File: config.mk
export PLATFORM = sky130hd
export DESIGN_NAME = distinct_destination_window_monitor
export DESIGN_NICKNAME = d
export VERILOG_FILES = /design/src/hw/rtl/ddwm_pkg.sv /design/src/hw/rtl/distinct_destination_window_monitor.sv /design/src/hw/rtl/ddwm_in_stage.sv /design/src/hw/rtl/ddwm_engine.sv
export SDC_FILE = /design/constraint.sdc
export NUM_CORES = 1
export LEC_CHECK = 0
export BUFFER_PORTS_ARGS = -buffer_cell sky130_fd_sc_hd__clkbuf_2
export CAP_MARGIN = 10
export CELL_PAD_IN_SITES_DETAIL_PLACEMENT = 1
export CELL_PAD_IN_SITES_GLOBAL_PLACEMENT = 1
export CORE_ASPECT_RATIO = 1.75
export CORE_MARGIN = 2
export CORE_UTILIZATION = 46
export CTS_BUF_LIST = sky130_fd_sc_hd__clkbuf_8
export DETAILED_ROUTE_END_ITERATION = 12
export PLACE_DENSITY_LB_ADDON = 0.1
export SETUP_SLACK_MARGIN = 0.02
export SYNTH_ARGS = -nofsm -noshare
export SYNTH_HDL_FRONTEND = slang
export SYNTH_HIERARCHICAL = 1
export SYNTH_SLANG_ARGS = --single-unit
File: constraint.sdc
create_clock -name i_clk -period 5.26 [get_ports i_clk]
set_input_delay 0.789 -clock i_clk [delete_from_list [all_inputs] [get_ports i_clk]]
set_output_delay 0.789 -clock i_clk [all_outputs]
set_load 0.01 [all_outputs]
File: src/hw/rtl/ddwm_pkg.sv
// ----------------------------------------------------------------------------
// ddwm_pkg: shared types and constants of the distinct destination monitor
// Item layouts, opcodes, register indexes and reset values.
// ----------------------------------------------------------------------------
`default_nettype none

package ddwm_pkg;

    localparam int SOURCE_SLOTS_DEFAULT = 2;
    localparam int DEST_SLOTS_DEFAULT   = 3;

    localparam int CFG_INDEX_W = 2;
    localparam int CFG_DATA_W  = 32;
    localparam int TICKS_W     = 32;
    localparam int ADDR_W      = 32;

    localparam logic [CFG_INDEX_W-1:0] CFG_REPORTING_ENABLED  = 2'd0;
    localparam logic [CFG_INDEX_W-1:0] CFG_SHORT_WINDOW_TICKS = 2'd1;
    localparam logic [CFG_INDEX_W-1:0] CFG_LONG_WINDOW_TICKS  = 2'd2;

    localparam logic [TICKS_W-1:0] SHORT_WINDOW_RESET = 32'd180;
    localparam logic [TICKS_W-1:0] LONG_WINDOW_RESET  = 32'd3600;

    localparam logic OP_REPORT = 1'b0;
    localparam logic OP_TICK   = 1'b1;

    typedef struct packed {
        logic              opcode;
        logic [ADDR_W-1:0] source_address;
        logic [ADDR_W-1:0] dest_address;
        logic              from_watched_app;
    } t_in_item;

    typedef struct packed {
        logic slow_event;
        logic long_window_active;
    } t_out_item;

    typedef struct packed {
        logic                   we;
        logic [CFG_INDEX_W-1:0] index;
        logic [CFG_DATA_W-1:0]  data;
    } t_cfg_write;

endpackage

`default_nettype wire

File: src/hw/rtl/distinct_destination_window_monitor.sv
// ----------------------------------------------------------------------------
// distinct_destination_window_monitor: top level
// Count distinct destinations per source over a short window and raise a
// slow event when a source reaches capacity; ticks run the window timer.
// ----------------------------------------------------------------------------
// Each transfer, report or tick, gives exactly one result. The block takes
// one item per clock cycle while the output flows; the result is registered
// behind the input register (the item sits in the input register while the
// table and timer update into the result register).
// While a result waits on a stalled output, one more item is taken into the
// input register and the input side then stalls until the result is taken.
// Register writes take effect at the clock edge of the write; a new window
// length is used the next time the timer is loaded.
`default_nettype none

module distinct_destination_window_monitor #(
    parameter int SOURCE_SLOTS = ddwm_pkg::SOURCE_SLOTS_DEFAULT,
    parameter int DEST_SLOTS   = ddwm_pkg::DEST_SLOTS_DEFAULT
) (
    input  wire logic                                i_clk,
    input  wire logic                                i_rst_n,
    input  wire logic                                i_cfg_we,
    input  wire logic [ddwm_pkg::CFG_INDEX_W-1:0]    i_cfg_index,
    input  wire logic [ddwm_pkg::CFG_DATA_W-1:0]     i_cfg_data,
    input  wire logic                                i_in_valid,
    output logic                                     o_in_stall,
    input  wire ddwm_pkg::t_in_item                  i_in_data,
    output logic                                     o_out_valid,
    input  wire logic                                i_out_stall,
    output ddwm_pkg::t_out_item                      o_out_data
);

    logic                 w_in_valid;
    ddwm_pkg::t_in_item   w_in_data;
    logic                 w_fire;
    ddwm_pkg::t_out_item  w_result;
    ddwm_pkg::t_cfg_write w_cfg;

    logic                 r_out_valid;
    ddwm_pkg::t_out_item  r_out_data;

    assign w_fire = w_in_valid && (!r_out_valid || !i_out_stall);

    assign w_cfg.we    = i_cfg_we;
    assign w_cfg.index = i_cfg_index;
    assign w_cfg.data  = i_cfg_data;

    ddwm_in_stage u_in_stage (
        .i_clk   (i_clk),
        .i_rst_n (i_rst_n),
        .i_valid (i_in_valid),
        .o_stall (o_in_stall),
        .i_data  (i_in_data),
        .i_take  (w_fire),
        .o_valid (w_in_valid),
        .o_data  (w_in_data)
    );

    ddwm_engine #(
        .SOURCE_SLOTS (SOURCE_SLOTS),
        .DEST_SLOTS   (DEST_SLOTS)
    ) u_engine (
        .i_clk    (i_clk),
        .i_rst_n  (i_rst_n),
        .i_cfg    (w_cfg),
        .i_fire   (w_fire),
        .i_item   (w_in_data),
        .o_result (w_result)
    );

    always_ff @(posedge i_clk) begin
        if (!i_rst_n) begin
            r_out_valid <= 1'b0;
        end else if (w_fire) begin
            r_out_valid <= 1'b1;
        end else if (!i_out_stall) begin
            r_out_valid <= 1'b0;
        end
    end

    always_ff @(posedge i_clk) begin
        if (w_fire) begin
            r_out_data <= w_result;
        end
    end

    assign o_out_valid = r_out_valid;
    assign o_out_data  = r_out_data;

endmodule

`default_nettype wire

File: src/hw/rtl/ddwm_in_stage.sv
// ----------------------------------------------------------------------------
// ddwm_in_stage: input register
// Capture one input transfer and hold it until the engine takes it.
// ----------------------------------------------------------------------------
`default_nettype none

module ddwm_in_stage (
    input  wire logic              i_clk,
    input  wire logic              i_rst_n,
    input  wire logic              i_valid,
    output logic                   o_stall,
    input  wire ddwm_pkg::t_in_item i_data,
    input  wire logic              i_take,
    output logic                   o_valid,
    output ddwm_pkg::t_in_item     o_data
);

    logic               r_valid;
    ddwm_pkg::t_in_item r_data;

    assign o_stall = r_valid && !i_take;
    assign o_valid = r_valid;
    assign o_data  = r_data;

    always_ff @(posedge i_clk) begin
        if (!i_rst_n) begin
            r_valid <= 1'b0;
        end else if (!o_stall) begin
            r_valid <= i_valid;
        end
    end

    always_ff @(posedge i_clk) begin
        if (!o_stall && i_valid) begin
            r_data <= i_data;
        end
    end

endmodule

`default_nettype wire

File: src/hw/rtl/ddwm_engine.sv
// ----------------------------------------------------------------------------
// ddwm_engine: source table, destination lists and window timer
// Update the table and the window state for one item per cycle while items are fired in.
// ----------------------------------------------------------------------------
`default_nettype none

module ddwm_engine #(
    parameter int SOURCE_SLOTS = ddwm_pkg::SOURCE_SLOTS_DEFAULT,
    parameter int DEST_SLOTS   = ddwm_pkg::DEST_SLOTS_DEFAULT
) (
    input  wire logic                   i_clk,
    input  wire logic                   i_rst_n,
    input  wire ddwm_pkg::t_cfg_write   i_cfg,
    input  wire logic                   i_fire,
    input  wire ddwm_pkg::t_in_item     i_item,
    output ddwm_pkg::t_out_item         o_result
);

    localparam int CW = $clog2(DEST_SLOTS + 1);
    localparam logic [CW-1:0] FULL = CW'(DEST_SLOTS);

    logic                          r_enable;
    logic [ddwm_pkg::TICKS_W-1:0]  r_short_len;
    logic [ddwm_pkg::TICKS_W-1:0]  r_long_len;
    logic [ddwm_pkg::ADDR_W-1:0]   r_src   [SOURCE_SLOTS];
    logic [CW-1:0]                 r_count [SOURCE_SLOTS];
    logic [ddwm_pkg::ADDR_W-1:0]   r_dest  [SOURCE_SLOTS][DEST_SLOTS];
    logic                          r_long;
    logic [ddwm_pkg::TICKS_W-1:0]  r_countdown;

    logic                          n_long;
    logic [ddwm_pkg::TICKS_W-1:0]  n_countdown;
    logic                          n_clear;

    logic [SOURCE_SLOTS-1:0]       w_sel;
    logic [SOURCE_SLOTS-1:0]       w_found;
    logic [SOURCE_SLOTS-1:0]       w_record;
    logic [SOURCE_SLOTS-1:0]       w_hit_full;
    logic [SOURCE_SLOTS-1:0]       w_is_full;
    logic [CW-1:0]                 w_cnt_next [SOURCE_SLOTS];
    logic                          w_report;
    logic                          w_event;
    logic                          w_expire;

    always_ff @(posedge i_clk) begin
        if (!i_rst_n) begin
            r_enable    <= 1'b0;
            r_short_len <= ddwm_pkg::SHORT_WINDOW_RESET;
            r_long_len  <= ddwm_pkg::LONG_WINDOW_RESET;
        end else if (i_cfg.we) begin
            case (i_cfg.index)
                ddwm_pkg::CFG_REPORTING_ENABLED:  r_enable    <= i_cfg.data[0];
                ddwm_pkg::CFG_SHORT_WINDOW_TICKS: r_short_len <= i_cfg.data;
                ddwm_pkg::CFG_LONG_WINDOW_TICKS:  r_long_len  <= i_cfg.data;
                default: ;
            endcase
        end
    end

    // first slot that is empty or already holds this source
    always_comb begin
        logic v_taken;
        v_taken = 1'b0;
        for (int i = 0; i < SOURCE_SLOTS; i++) begin
            w_sel[i] = ((r_src[i] == '0) || (r_src[i] == i_item.source_address)) && !v_taken;
            v_taken  = v_taken || w_sel[i];
        end
    end

    always_comb begin
        for (int i = 0; i < SOURCE_SLOTS; i++) begin
            w_found[i] = 1'b0;
            for (int j = 0; j < DEST_SLOTS; j++) begin
                if ((CW'(j) < r_count[i]) && (r_dest[i][j] == i_item.dest_address)) begin
                    w_found[i] = 1'b1;
                end
            end
            w_record[i]   = w_sel[i] && (r_count[i] < FULL) && !w_found[i];
            w_cnt_next[i] = r_count[i] + CW'(w_record[i]);
            w_hit_full[i] = w_sel[i] && (w_cnt_next[i] == FULL);
            w_is_full[i]  = (r_count[i] == FULL);
        end
    end

    assign w_report = (i_item.opcode == ddwm_pkg::OP_REPORT) && r_enable
                      && i_item.from_watched_app && !r_long;
    assign w_event  = w_report && (|w_hit_full);
    assign w_expire = (i_item.opcode == ddwm_pkg::OP_TICK)
                      && (r_countdown <= ddwm_pkg::TICKS_W'(1));

    always_comb begin
        n_long      = r_long;
        n_countdown = r_countdown;
        n_clear     = 1'b0;
        if (i_item.opcode == ddwm_pkg::OP_TICK) begin
            if (!w_expire) begin
                n_countdown = r_countdown - ddwm_pkg::TICKS_W'(1);
            end else if (r_long || !(|w_is_full)) begin
                n_clear     = 1'b1;
                n_long      = 1'b0;
                n_countdown = r_short_len;
            end else begin
                n_long      = 1'b1;
                n_countdown = r_long_len;
            end
        end else if (w_event) begin
            n_long      = 1'b1;
            n_countdown = r_long_len;
        end
    end

    always_ff @(posedge i_clk) begin
        if (!i_rst_n) begin
            r_long      <= 1'b0;
            r_countdown <= ddwm_pkg::SHORT_WINDOW_RESET;
            for (int i = 0; i < SOURCE_SLOTS; i++) begin
                r_src[i]   <= '0;
                r_count[i] <= '0;
            end
        end else if (i_fire) begin
            r_long      <= n_long;
            r_countdown <= n_countdown;
            for (int i = 0; i < SOURCE_SLOTS; i++) begin
                if (n_clear) begin
                    r_src[i]   <= '0;
                    r_count[i] <= '0;
                end else if (w_report && w_sel[i]) begin
                    r_src[i]   <= i_item.source_address;
                    r_count[i] <= w_cnt_next[i];
                end
            end
        end
    end

    always_ff @(posedge i_clk) begin
        for (int i = 0; i < SOURCE_SLOTS; i++) begin
            for (int j = 0; j < DEST_SLOTS; j++) begin
                if (i_fire && w_report && w_record[i] && (r_count[i] == CW'(j))) begin
                    r_dest[i][j] <= i_item.dest_address;
                end
            end
        end
    end

    assign o_result.slow_event         = w_event;
    assign o_result.long_window_active = n_long;

    a_event_enters_long: assert property (@(posedge i_clk) disable iff (!i_rst_n)
        i_fire && w_event |=> r_long && (r_countdown == $past(r_long_len)))
        else $error("slow event did not enter the long window");

    a_event_only_on_report: assert property (@(posedge i_clk) disable iff (!i_rst_n)
        w_event |-> (i_item.opcode == ddwm_pkg::OP_REPORT) && !r_long)
        else $error("slow event outside a short-window report");

    a_single_slot: assert property (@(posedge i_clk) disable iff (!i_rst_n)
        $onehot0(w_sel))
        else $error("more than one source slot selected");

    a_timer_idle_hold: assert property (@(posedge i_clk) disable iff (!i_rst_n)
        !i_fire |=> $stable(r_countdown) && $stable(r_long))
        else $error("window state changed without a transfer");

    a_long_needs_full: assert property (@(posedge i_clk) disable iff (!i_rst_n)
        i_fire && !r_long && n_long |-> (|w_hit_full) || (|w_is_full))
        else $error("long window entered with no full slot");

endmodule

`default_nettype wire
# Yosys cells after proc, flatten, opt, wreduce, memory -nomap -nowiden
# Memories as Yosys holds them, arrays and structs flattened.
# Index checks and enable logic that the tools add are counted.
# totals
wordCells	171
output_inout_bits	4
inputBits	105
regBits	168
n_memories	3
ram_bits	260
# mem_list
name	words	word_bits	read_ports	rd_ports_with_merged_regs	write_ports	line_no	rtl
u_engine.r_dest	2	96	2	0	1	ddwm_engine.sv:27	logic [ddwm_pkg::ADDR_W-1:0] r_dest [SOURCE_SLOTS][DEST_SLOTS];
u_engine.r_src	2	32	2	0	2	ddwm_engine.sv:25	logic [ddwm_pkg::ADDR_W-1:0] r_src [SOURCE_SLOTS];
u_engine.r_count	2	2	2	0	2	ddwm_engine.sv:26	logic [CW-1:0] r_count [SOURCE_SLOTS];
# classes
magnitude_cmp	9
add_sub_neg	3
eq_ne	19
bitwise	9
n_mux	57
reduce_logical	58
# op_table
cell	count
$eq A32 B32 Y1	8
$mux W32	8
$mux W96	1
$reduce_or A96 Y1	1
$logic_not A32 Y1	2
$mux W1	43
$le A32 B1 Y1 const B	1
$logic_and A1 B1 Y1	32
$sub A32 B1 Y32 const B	1
$eq A2 B2 Y1 const B	7
$logic_not A1 Y1	9
$lt A1 B2 Y1 const A	4
$mux W2	4
$or A1 B1 Y1	8
$reduce_and A2 Y1	4
$eq A2 B1 Y1 const B	3
$logic_not A2 Y1	3
$add A2 B1 Y2	2
$logic_or A1 B1 Y1	4
$lt A2 B2 Y1 const A	2
$lt A2 B2 Y1 const B	2
$reduce_or A2 Y1	2
$mux W3	1
$ne A2 B1 Y1 const B	1
2 further kinds	2

# Longest topological paths before layout
# An unclocked memory read counts as a cell.
# logic_depth
ltp_word	15
mapped_depth	16
ltp_nobuf	14

# Hierarchy
# The synthesis kept the hierarchy.
# by_module_without_submodules
module	area_per_inst_um2	n_inst	cells_per_inst	seq_area_each_um2
ddwm_engine	13490.4	1	1214	7847.5
ddwm_in_stage	2029.4	1	70	2001.9
distinct_destination_window_monitor	98.8	1	6	80.1

# Worst setup path after synthesis
# Ideal clock, no wire load.
# synth_path
kind	input port to flip-flop
startpoint	input port i_out_stall
endpoint	register u_in_stage.r_data, in the netlist u_in_stage/o_data[0], enable pin
setup_ns	0.497
path_slack_ns	0.251
required_ns	4.763
n_path_buf	0
path_stages	3
arrival_time_ns	4.513
cell_sequence	a21boi_0 > nor2b_4 > nor2b_1
# synth_between
elab_chain_cells	7
# synth_rtl
item	line_no	rtl
start: declaration	distinct_destination_window_monitor.sv:29	input wire logic i_out_stall,
$logic_not A1 Y1	-	
$logic_or A1 B1 Y1	distinct_destination_window_monitor.sv:42	assign w_fire = w_in_valid && (!r_out_valid || !i_out_stall);
$logic_and A1 B1 Y1	distinct_destination_window_monitor.sv:42	
$logic_not A1 Y1	ddwm_in_stage.sv:21	assign o_stall = r_valid && !i_take;
$logic_and A1 B1 Y1	ddwm_in_stage.sv:21	
net o_in_stall	distinct_destination_window_monitor.sv:26	output logic o_in_stall,
$logic_not A1 Y1	-	
$logic_and A1 B1 Y1	ddwm_in_stage.sv:34	if (!o_stall && i_valid) begin
end signal: assignment	ddwm_in_stage.sv:35	r_data <= i_data;
end: declaration	ddwm_in_stage.sv:19	ddwm_pkg::t_in_item r_data;
# The timed path passes the listed nets, and every way through them passes these cells.
# A chain may end at the register's enable or synchronous reset.

# Final worst setup path
# layout_path
startpoint	register u_in_stage.r_data, in the netlist u_in_stage/o_data[13]
endpoint	register u_engine/r_countdown[5] in the netlist's numbering
# layout_between
elab_chain_cells	14
elab_cells_between_ends	32
classes_between	add/sub: 2; eq/ne: 8; mux: 6; reduce/logical: 16
# layout_rtl
item	line_no	rtl
$eq A32 B32 Y1	ddwm_engine.sv:74	if ((CW'(j) < r_count[i]) && (r_dest[i][j] == i_item.dest_address)) begin
$logic_and A1 B1 Y1	ddwm_engine.sv:74	
$mux W1 (3 in series)	ddwm_engine.sv:74	
$logic_not A1 Y1	ddwm_engine.sv:78	w_record[i] = w_sel[i] && (r_count[i] < FULL) && !w_found[i];
$logic_and A1 B1 Y1	ddwm_engine.sv:78	
$add A2 B1 Y2	ddwm_engine.sv:79	w_cnt_next[i] = r_count[i] + CW'(w_record[i]);
$eq A2 B2 Y1	ddwm_engine.sv:80	w_hit_full[i] = w_sel[i] && (w_cnt_next[i] == FULL);
$logic_and A1 B1 Y1	ddwm_engine.sv:80	
$reduce_or A2 Y1 (*)	ddwm_engine.sv:87	assign w_event = w_report && (|w_hit_full);
$logic_and A1 B1 Y1 (*)	ddwm_engine.sv:87	
$reduce_bool A2 Y1 (no source line) (*)	-	
$reduce_and A2 Y1 (no source line) (*)	-	
end signal: assignment	ddwm_engine.sv:115	r_countdown <= ddwm_pkg::SHORT_WINDOW_RESET;
end signal: assignment	ddwm_engine.sv:122	r_countdown <= n_countdown;
end: declaration	ddwm_engine.sv:29	logic [ddwm_pkg::TICKS_W-1:0] r_countdown;
# Every way passes the cells marked *; elsewhere a longest branch is shown, timed or not.

==> impl_metrics.py <==
metrics = {
    "place": {
        "place_area_sq_um": 16700,
        "place_hpwl_um": 28500,
        "place_ws_ns": 0.830,
        "gp_congestion": 0.829,
        "portBuffers": 108,
    },
    "synthesis": {
        "ys_seq_area_share_pct": 63.6,
        "yosys_warnings": 6,
        "synth.area.top_cells": "edfxtp_1 (51%), dfxtp_1 (13%), xnor2_1 (8.6%), nand2_1 (4.0%), xor2_1 (3.4%)",
        "ys_async_sr_fraction_pct": 0,
        "synth_top_area_share_pct": 50.8,
        "yosysTopAreaCell": "edfxtp_1",
        "synthesis.nets": 1399,
        "yosys.cell_types.count": 59,
        "netlist_area_sq_um": 15600,
        "ys_seq_elements": 364,
        "avgSynthCellArea_sq_um": 12.1,
        "synth_edf_count": 264,
        "synthFlopType": "edfxtp_1",
        "syn_inst": 1290,
    },
    "critical_path": {
        "end_kind": "flop",
        "startpoint_type": "flop",
        "cp_cell_sequence": "xnor2_1 > nand4_1 > nor4_1 > nand4_1 > nor4_1 > nor4_1 > ha_1 > xor2_1 > o2111ai_1 > a2bb2oi_1 > o21ai_4 > buf_4 > mux2i_1 > nand2_1",
        "worst-path-buf-inv": 1,
        "cp.arrival_ns": 4.81,
        "slowest_stage": "nor4_1",
        "r2r_setup_slack_ns": 0.89,
        "r2r_cells": 14,
        "timing.rr.end": "u_engine/r_countdown[5]$_SDFFE_PN1P_",
        "reg2reg_from": "u_in_stage/o_data[13]$_DFFE_PP_",
        "criticalPathCategory": "reg2reg",
        "crit_fanout": 25,
        "cp_top_family": "simple AND/OR/NAND/NOR gates",
        "max_stage_delay_ns": 0.56,
        "crit_top_cell": "nor4_1",
        "worstPathRequired_ns": 5.70,
    },
    "floorplan": {
        "start_util_pct": 46.4,
        "fp.dieW_um": 143,
        "rows": 89,
        "die-area_sq_um": 35500,
        "ioPinCount": 109,
        "core_sq_um": 33600,
        "die_h_um": 248,
    },
    "timing": {
        "finalCritPeriodShare_pct": 83.1,
        "rsz0062_at_grt": "false",
        "finalHoldWorstSlack_ns": 0.350,
        "tightest_slew_ns": 1.16,
        "relSlewSlack_pct": 22.2,
        "setup_viol": 0,
        "fin_skew_ns": 0.0360,
        "period_needed_ns": 4.37,
        "maxSlewViolCount": 0,
        "fin_ws_ns": 0.888,
        "setup-tns-final_ns": 0,
        "clock.fmax_mhz": 229,
        "final-hold-violation-count": 0,
    },
    "clock_network": {
        "numCtsBuffers": 53,
        "cts_root_buf": "clkbuf_8",
        "clkSlewWorstSetupHoldPaths_ns": 0.07,
        "cts_hold_buf": 0,
        "clock_sinks": 364,
        "cts_max_path_buffers": 3,
        "tritoncts": "yes",
        "insertion_delay_ns": 0.62,
        "htreeDepth": 2,
        "cts_resized": 0,
        "cts_setup_buffers": 0,
    },
    "power": {
        "p_int_w": 0.00453,
        "power_w": 0.00595,
        "powerDensity_nw_per_um2": 336,
        "switching_share_pct": 23.9,
        "pwr-share-comb_pct": 6.1,
        "ir_drop_mv": 0.253,
        "power_frac_seq_pct": 55.0,
        "leakagePower_nw": 6.14,
        "power_frac_clock_pct": 38.9,
        "p_switching_w": 0.00142,
    },
    "global_routing": {
        "antenna_found_initial": 1,
        "grt_start_max_net_pins": 41,
        "grt_pass1_vias": 11000,
        "grt_use_total_pct": 23.8,
        "overflow": 0,
        "grt_pass1_wl_um": 63700,
    },
    "drt": {
        "ant_nets": 0,
        "wl_per_cell_um": 21.7,
        "wirelength_um": 41200,
        "drc": 0,
        "drtIter0Drc": 577,
        "vias_per_cell": 5.35,
        "drt-pass1-iter-count": 5,
        "via_count": 10200,
    },
    "final_layout": {
        "fin_nets": 1510,
        "area_delta_synth_final_pct": 13.5,
        "fin_area_sq_um": 17700,
        "drive_gt1_share_pct": 15.8,
    },
    "outcome": {
        "outcome": "completed",
    },
    "worst_hold_path": {
        "whs_path_depth": 1,
        "min_path_type": "in2reg",
        "min_to": "u_in_stage/o_data[12]$_DFFE_PP_",
        "hp-start": "i_in_data[12]",
    },
    "run": {
        "cap_violations": 0,
    },
}
-- layout by cell type, fill, tap and decap left out, drive strengths merged, types with 4 or more instances in the layout --
| cell type | n |
|---|---|
| edfxtp | 264 |
| nand3 | 19 |
| ha | 4 |
| bufinv | 4 |
| nand4 | 45 |
| nor2 | 44 |
| o22ai | 12 |
| buf | 23 |
| a22oi | 6 |
| clkbuf | 166 |
| and2 | 71 |
| o2111ai | 7 |
| inv | 18 |
| nor2b | 5 |
| a211oi | 5 |
| dfxtp | 100 |
| a21oi | 85 |
| a31o | 5 |
| nor3b | 4 |
| xnor2 | 153 |
| o221ai | 5 |
| nand2b | 4 |
| or3 | 7 |
| nor3 | 18 |
| xor2 | 60 |
| nor4 | 45 |
| clkinv | 25 |
| nand3b | 4 |
| or2 | 5 |
| nand2 | 166 |
| o21ai | 25 |
| mux2i | 13 |
-- power by group through the flow --
stage,sequential (W),clock (W),combinational [W]
2_1_floorplan,0.00329,0,0.000245
3_3_place_gp,0.00333,0,0.000362
3_5_place_dp,0.00333,0,0.000367
4_1_cts,0.00327,0.00238,0.000370
5_1_grt,0.00328,0.00250,0.000403
6_report,0.00327,0.00232,0.000363
-- worst max path at each step --
stage                                    start                              endpoint  depth (start not counted)  slack (ns)
2_1_floorplan                      i_out_stall        u_in_stage/o_data[0]$_DFFE_PP_                          3        0.25
3_5_place_dp   u_in_stage/o_data[13]$_DFFE_PP_  u_engine/r_countdown[6]$_SDFFE_PN0P_                         14        0.83
3_3_place_gp   u_in_stage/o_data[13]$_DFFE_PP_  u_engine/r_countdown[5]$_SDFFE_PN1P_                         14        0.91
6_report       u_in_stage/o_data[13]$_DFFE_PP_  u_engine/r_countdown[5]$_SDFFE_PN1P_                         14        0.89
5_1_grt        u_in_stage/o_data[13]$_DFFE_PP_  u_engine/r_countdown[7]$_SDFFE_PN1P_                         14        0.45
4_1_cts        u_in_stage/o_data[13]$_DFFE_PP_  u_engine/r_countdown[7]$_SDFFE_PN1P_                         14        0.77
-- state kept, by name, summed over array words and instances (netlist names) --
name                  flops
u_engine/r_countdown     32
u_in_stage/o_valid        1
u_engine/r_dest         128
u_engine/r_short_len     32
u_engine/r_enable         1
u_engine/r_long_len      32
u_engine/r_count          4
u_in_stage/o_data        66
u_engine/r_long           1
o_out_data                2
o_out_valid               1
u_engine/r_src           64
-- area by class of cell --
type | count | area, sq um
diodes | 1 | 2.50
clock buffers | 58 | 798
clock inverters | 41 | 275
fillers | 3583 | 15900
inverters | 6 | 22.5
multi-input cells | 845 | 5410
flip-flops and latches | 364 | 9930
well taps | 455 | 569
repair buffers | 131 | 726
-- metrics by stage --
stage,cells,utilization (%)
after floorplan,1290,-
after global placement,1801,49.5
final,1901,52.7
after CTS,1900,52.7
after detailed placement,1801,49.5
after global routing,1901,52.7
-- per-layer routing --
layer	up-vias	GRT usage [%]	wire length, um
met5	-	0	0
met4	0	9.69	1600
met3	91	2.91	1470
met2	226	44.4	22300
met1	5009	27.4	15900
li1	4848	-	-
-- synthesized netlist by cell type, types with 18 or more instances --
library cell  count
nand2_1         165
o21ai_0          21
nor2_1           44
nand4_1          45
edfxtp_1        264
dfxtp_1         100
xnor2_1         153
xor2_1           60
nand3_1          19
nor3_1           18
clkbuf_1         61
and2_1           71
a21oi_1          85
nor4_1           43
-- cells by family (layout without fill, tap and decap cells) --
logic type                 after synthesis  in the layout  synth area share [%]
and+or+nand+nor                        444            444                  14.5
DFF                                    364            364                  63.6
xor gates and xnor gates               213            213                  11.9
AOI/OAI and AO/OA                      171            171                  6.63
buffers and inverters                   81            236                  2.19
muxes                                   13             13                 0.833
adders and majority gates                4              4                 0.320
other                                    0              1                     0
Power figures use the tool's default switching activity.
